$ cat src/hw/rtl/scwc_pkg.sv
package scwc_pkg;

	// default sizes, handed to the top level parameters
	localparam int unsigned DEF_MAX_IMAGE_DIM  = 64;
	localparam int unsigned DEF_MAX_FILTER_DIM = 8;

	// fixed field widths
	localparam int unsigned DATA_W     = 16;
	localparam int unsigned PROD_W     = 2 * DATA_W;
	localparam int unsigned SUM_W      = 40;
	localparam int unsigned POS_W      = 6;
	localparam int unsigned REQ_W      = 2;
	localparam int unsigned IN_DATA_W  = 32;
	localparam int unsigned CFG_IDX_W  = 3;
	localparam int unsigned CFG_DATA_W = 7;
	localparam int unsigned IMG_REG_W  = 7;
	localparam int unsigned FLT_REG_W  = 4;

	// register values after reset
	localparam logic [IMG_REG_W-1:0] RST_IMG_DIM    = 7'd64;
	localparam logic [FLT_REG_W-1:0] RST_FLT_DIM    = 4'd3;
	localparam logic [FLT_REG_W-1:0] RST_STRIDE     = 4'd1;

	// request kinds
	typedef enum logic [REQ_W-1:0] {
		REQ_LOAD_FLT = 2'd0,
		REQ_LOAD_IMG = 2'd1,
		REQ_COMPUTE  = 2'd2
	} req_t;

	// configuration register indexes
	typedef enum logic [CFG_IDX_W-1:0] {
		CFG_IMG_H    = 3'd0,
		CFG_IMG_W    = 3'd1,
		CFG_FLT_H    = 3'd2,
		CFG_FLT_W    = 3'd3,
		CFG_STRIDE_R = 3'd4,
		CFG_STRIDE_C = 3'd5
	} cfg_idx_t;

	// raw configuration registers
	typedef struct packed {
		logic [IMG_REG_W-1:0] img_h;
		logic [IMG_REG_W-1:0] img_w;
		logic [FLT_REG_W-1:0] flt_h;
		logic [FLT_REG_W-1:0] flt_w;
		logic [FLT_REG_W-1:0] stride_r;
		logic [FLT_REG_W-1:0] stride_c;
	} cfg_regs_t;

	// microprogram addresses
	typedef enum logic [2:0] {
		UPC_IDLE     = 3'd0,
		UPC_CALC     = 3'd1,
		UPC_CHECK    = 3'd2,
		UPC_MAC      = 3'd3,
		UPC_DRAIN_A  = 3'd4,
		UPC_DRAIN_B  = 3'd5,
		UPC_EMIT_OK  = 3'd6,
		UPC_EMIT_ERR = 3'd7
	} upc_t;

	// jump conditions
	typedef enum logic [2:0] {
		COND_ALWAYS   = 3'd0,
		COND_START    = 3'd1,
		COND_WIN_ERR  = 3'd2,
		COND_LAST_TAP = 3'd3,
		COND_OUT_FREE = 3'd4
	} cond_t;

	// one control word
	typedef struct packed {
		logic  in_rdy;
		logic  calc;
		logic  init;
		logic  issue;
		logic  emit_ok;
		logic  emit_err;
		cond_t cond;
		upc_t  next_t;
		upc_t  next_f;
	} uword_t;

	// datapath flags seen by the sequencer
	typedef struct packed {
		logic start;
		logic win_err;
		logic last_tap;
		logic out_free;
	} dp_status_t;

	// control store
	function automatic uword_t ucode_rom(input upc_t a);
		uword_t w;
		w = '0;
		unique case (a)
			UPC_IDLE: begin
				w.in_rdy = 1'b1;
				w.cond   = COND_START;
				w.next_t = UPC_CALC;
				w.next_f = UPC_IDLE;
			end
			UPC_CALC: begin
				w.calc   = 1'b1;
				w.cond   = COND_ALWAYS;
				w.next_t = UPC_CHECK;
				w.next_f = UPC_CHECK;
			end
			UPC_CHECK: begin
				w.init   = 1'b1;
				w.cond   = COND_WIN_ERR;
				w.next_t = UPC_EMIT_ERR;
				w.next_f = UPC_MAC;
			end
			UPC_MAC: begin
				w.issue  = 1'b1;
				w.cond   = COND_LAST_TAP;
				w.next_t = UPC_DRAIN_A;
				w.next_f = UPC_MAC;
			end
			UPC_DRAIN_A: begin
				w.cond   = COND_ALWAYS;
				w.next_t = UPC_DRAIN_B;
				w.next_f = UPC_DRAIN_B;
			end
			UPC_DRAIN_B: begin
				w.cond   = COND_ALWAYS;
				w.next_t = UPC_EMIT_OK;
				w.next_f = UPC_EMIT_OK;
			end
			UPC_EMIT_OK: begin
				w.emit_ok = 1'b1;
				w.cond    = COND_OUT_FREE;
				w.next_t  = UPC_IDLE;
				w.next_f  = UPC_EMIT_OK;
			end
			UPC_EMIT_ERR: begin
				w.emit_err = 1'b1;
				w.cond     = COND_OUT_FREE;
				w.next_t   = UPC_IDLE;
				w.next_f   = UPC_EMIT_ERR;
			end
		endcase
		return w;
	endfunction

	// zero counts as one, values above the limit count as the limit
	function automatic int unsigned clamp_dim(input int unsigned v, input int unsigned hi);
		int unsigned r;
		r = v;
		if (v < 1) begin
			r = 1;
		end else if (v > hi) begin
			r = hi;
		end
		return r;
	endfunction

endpackage

$ cat src/hw/rtl/scwc_useq.sv
module scwc_useq (
	input  logic                 clk,
	input  logic                 arst_n,
	input  scwc_pkg::dp_status_t st,
	output scwc_pkg::uword_t     ctl
);
	import scwc_pkg::*;

	upc_t upc_q;
	logic take;

	// fetch the control word for the current step
	assign ctl = ucode_rom(upc_q);

	// jump condition select
	always_comb begin
		unique case (ctl.cond)
			COND_ALWAYS:   take = 1'b1;
			COND_START:    take = st.start;
			COND_WIN_ERR:  take = st.win_err;
			COND_LAST_TAP: take = st.last_tap;
			COND_OUT_FREE: take = st.out_free;
			default:       take = 1'b0;
		endcase
	end

	// step counter
	always_ff @(posedge clk or negedge arst_n) begin
		if (!arst_n) begin
			upc_q <= UPC_IDLE;
		end else begin
			upc_q <= take ? ctl.next_t : ctl.next_f;
		end
	end

endmodule

$ cat config.mk
export PLATFORM = sky130hd
export DESIGN_NAME = scwc_useq
export DESIGN_NICKNAME = d
export VERILOG_FILES = /design/src/hw/rtl/scwc_pkg.sv /design/src/hw/rtl/scwc_useq.sv
export SDC_FILE = /design/constraint.sdc
export NUM_CORES = 1
export LEC_CHECK = 0
export BUFFER_PORTS_ARGS = -buffer_cell sky130_fd_sc_hd__buf_2
export CELL_PAD_IN_SITES_DETAIL_PLACEMENT = 0
export CELL_PAD_IN_SITES_GLOBAL_PLACEMENT = 1
export CORE_AREA = 2 2 39 41
export CTS_CLUSTER_DIAMETER = 30
export CTS_CLUSTER_SIZE = 24
export DETAILED_ROUTE_END_ITERATION = 10
export DIE_AREA = 0 0 41 43
export GPL_TIMING_DRIVEN = 0
export PLACE_DENSITY_LB_ADDON = 0.1
export SYNTH_ARGS = -nofsm -noshare
export SYNTH_HDL_FRONTEND = slang
export SYNTH_SLANG_ARGS = --single-unit
$ cat constraint.sdc
create_clock -name clk -period 1.85 [get_ports clk]
set_input_delay 0.4625 -clock clk [delete_from_list [all_inputs] [get_ports clk]]
set_output_delay 0.4625 -clock clk [all_outputs]
set_load 0.005 [all_outputs]
==> flow_summary.json <==
{
  "run_status": "finished, final reports clean",
  "period_needed_ns": 1.65,
  "power.density_nw_per_um2": 1970,
  "synthTopCellsByArea": "dfrtp_1, buf_6, mux2i_1",
  "fmax_mhz": 605,
  "insertion_delay_ns": 0.23,
  "largest_register_ff_count": 3,
  "drc": 0,
  "tns_ns": 0,
  "postSynthNetCount": 41,
  "path_depth": 3,
  "yosysTopAreaCell": "dfrtp_1",
  "root_buffer": "clkbuf_4",
  "largest-register": "upc_q",
  "via_per_inst": 4.17,
  "cp.arrival_ns": 1.19,
  "dp_hpwl_um": 550,
  "fin_nets": 66,
  "grt_usage": 0.0857,
  "first_pass_iters": 1,
  "grt_pass1_vias": 260,
  "peakVddDrop_v": 0.000602,
  "critPathKind": "reg -> out",
  "hold_buffers": 0,
  "final_max_slew_viol_count": 0,
  "critPathLaunchType": "register",
  "num_antenna_cells": 0,
  "final_cell_mix": "buf_2, nand2_1, clkbuf_4, dfrtp_1",
  "syn2layout_area_growth_pct": 49.4,
  "syn_area_um2": 297,
  "tightest_slew_ns": 0.118,
  "core_area_um2": 1380,
  "grt_max_degree": 11,
  "critPathLaunch": "upc_q[0]",
  "cp_cell_sequence": "or2_1 -> a21oi_1 -> buf_2",
  "die-width_um": 41,
  "dp_cells": 71,
  "synth.top_cell.area_share": 0.253,
  "cp_max_fo": 5,
  "clk_pin_slew_ns": 0.04,
  "ctsHtreeMaxLevel": 1,
  "drtAntennaViolNets": 0,
  "crit_required_ns": 1.39,
  "hold_violations": 0,
  "grt_pass1_wl_um": 966,
  "regToRegStartpoint": "upc_q[2]",
  "drive_above_1_share": 0.542,
  "final_cells": 75,
  "max_stage_delay_ns": 0.41,
  "hold_class": "in -> async",
  "rows": 14,
  "reg2reg_depth": 3,
  "p_leak_uw": 0.000242,
  "critical-path-slowest-cell": "dfrtp_1",
  "final_common_cell": "buf_2",
  "yosysUniqueCellTypes": 25,
  "dieArea_um2": 1760,
  "skew_ns": 0.00453,
  "fin_crit_sh": 0.893,
  "antenna_found_initial": 0,
  "dr.first_iter.drc_count": 0,
  "endpoint_kind": "output port",
  "wl_per_cell_um": 8.96,
  "path_buf_inv": 1,
  "wl_um": 672,
  "vias": 313,
  "syn_avg_cell_area_um2": 8.47,
  "cts_tree": "done",
  "rsz0062_at_grt": "no",
  "overflow": 0,
  "clock-sinks": 3,
  "postCtsSetupRepairBufs": 0,
  "finalSetupViolCount": 0,
  "synth_cells": 35,
  "postCtsResizedCells": 0,
  "max-cap-violations": 0,
  "design.portCount": 21,
  "gp_congestion": 0.662,
  "cts_made_buffers": 3,
  "ys_seq_elements": 3,
  "cpLargestDelayFamily": "flip-flops",
  "maxSlewHeadroom": 0.919,
  "die_h_um": 43,
  "clk_path_buf_depth": 2,
  "largestRegisters": "upc_q: 3 flops",
  "io_buffers": 20,
  "seq_area_frac_synth": 0.253,
  "yosys_warnings": 0,
  "initial_core_util": 0.214
}
synthesized netlist by cell type:
library cell  n
and2b_2       1
nor3b_2       1
and2_1        1
nor3_1        1
xnor2_1       1
buf_6         2
or2_1         1
or2_0         1
o211a_1       1
inv_2         1
a21oi_1       2
nand3b_1      1
a31oi_1       1
buf_4         1
mux2i_1       2
nand2b_1      1
and3_2        1
xor2_1        1
nand2_1       5
nand2b_4      1
o21ai_1       1
clkbuf_1      1
dfrtp_1       3
and2_4        1
nor2_1        2
cells by family after synthesis:
| kind of cell | count (synthesis) | share of synthesized area |
|---|---|---|
| xor gates and xnor gates | 2 | 0.0591 |
| and+or+nand+nor | 18 | 0.388 |
| muxes | 2 | 0.0675 |
| buffers and inverters | 5 | 0.127 |
| AOI/OAI and AO/OA | 5 | 0.105 |
| DFF | 3 | 0.253 |
routing by layer:
layer	global-route usage	routed length, um	vias up
met2	0.128	337	12
met1	0.0847	290	139
met5	0	0	-
met4	0.0600	0	0
met3	0.0471	44	0
li1	-	-	162
final timing paths:
| check | end | slack [ns] |
|---|---|---|
| min | upc_q[1] | 0.02 |
| max | ctl[6] | 0.20 |
| max reg2reg | upc_q[1] | 0.83 |
| max in group asynchronous | upc_q[2] | 1.72 |
| min reg2reg | upc_q[2] | 0.65 |
| min in group clk | upc_q[2] | 0.53 |
final cells by class:
| cell class | count | area (um^2) |
|---|---|---|
| buffer | 4 | 33.8 |
| timing repair buffer | 20 | 100 |
| clock buffer | 4 | 26.3 |
| fill | 162 | 941 |
| tap | 16 | 20.0 |
| sequential | 3 | 75.1 |
| inverter | 1 | 3.75 |
| multi-input combinational | 27 | 184 |
metrics by stage:
stage	instance area [um^2]	util	hold slack, ns	worst slack, ns	power [uW]
after global routing	443	0.320	0.00892	0.126	978
final	443	0.320	0.0188	0.198	874
after detailed placement	417	0.301	0.259	0.421	780
after floorplan	297	-	0.167	0.555	545
after global placement	417	0.301	0.260	0.433	781
after CTS	443	0.320	0.00936	0.172	897
power by group:
group | leakage [uW] | internal, uW | switching (uW)
clock network | 0.0000150 | 80.5 | 29.9
registers | 0.0000349 | 101 | 32.2
logic | 0.000192 | 338 | 292
total | 0.000242 | 519 | 354
worst reg2reg max path, delay by kind of cell (launching register included):
kind            cells  cell delay, ns
flops               1            0.38
compound gates      1            0.22
simple gates        1            0.17
buf+inv             1            0.15
No activity file was read; power rests on OpenSTA's default activity.
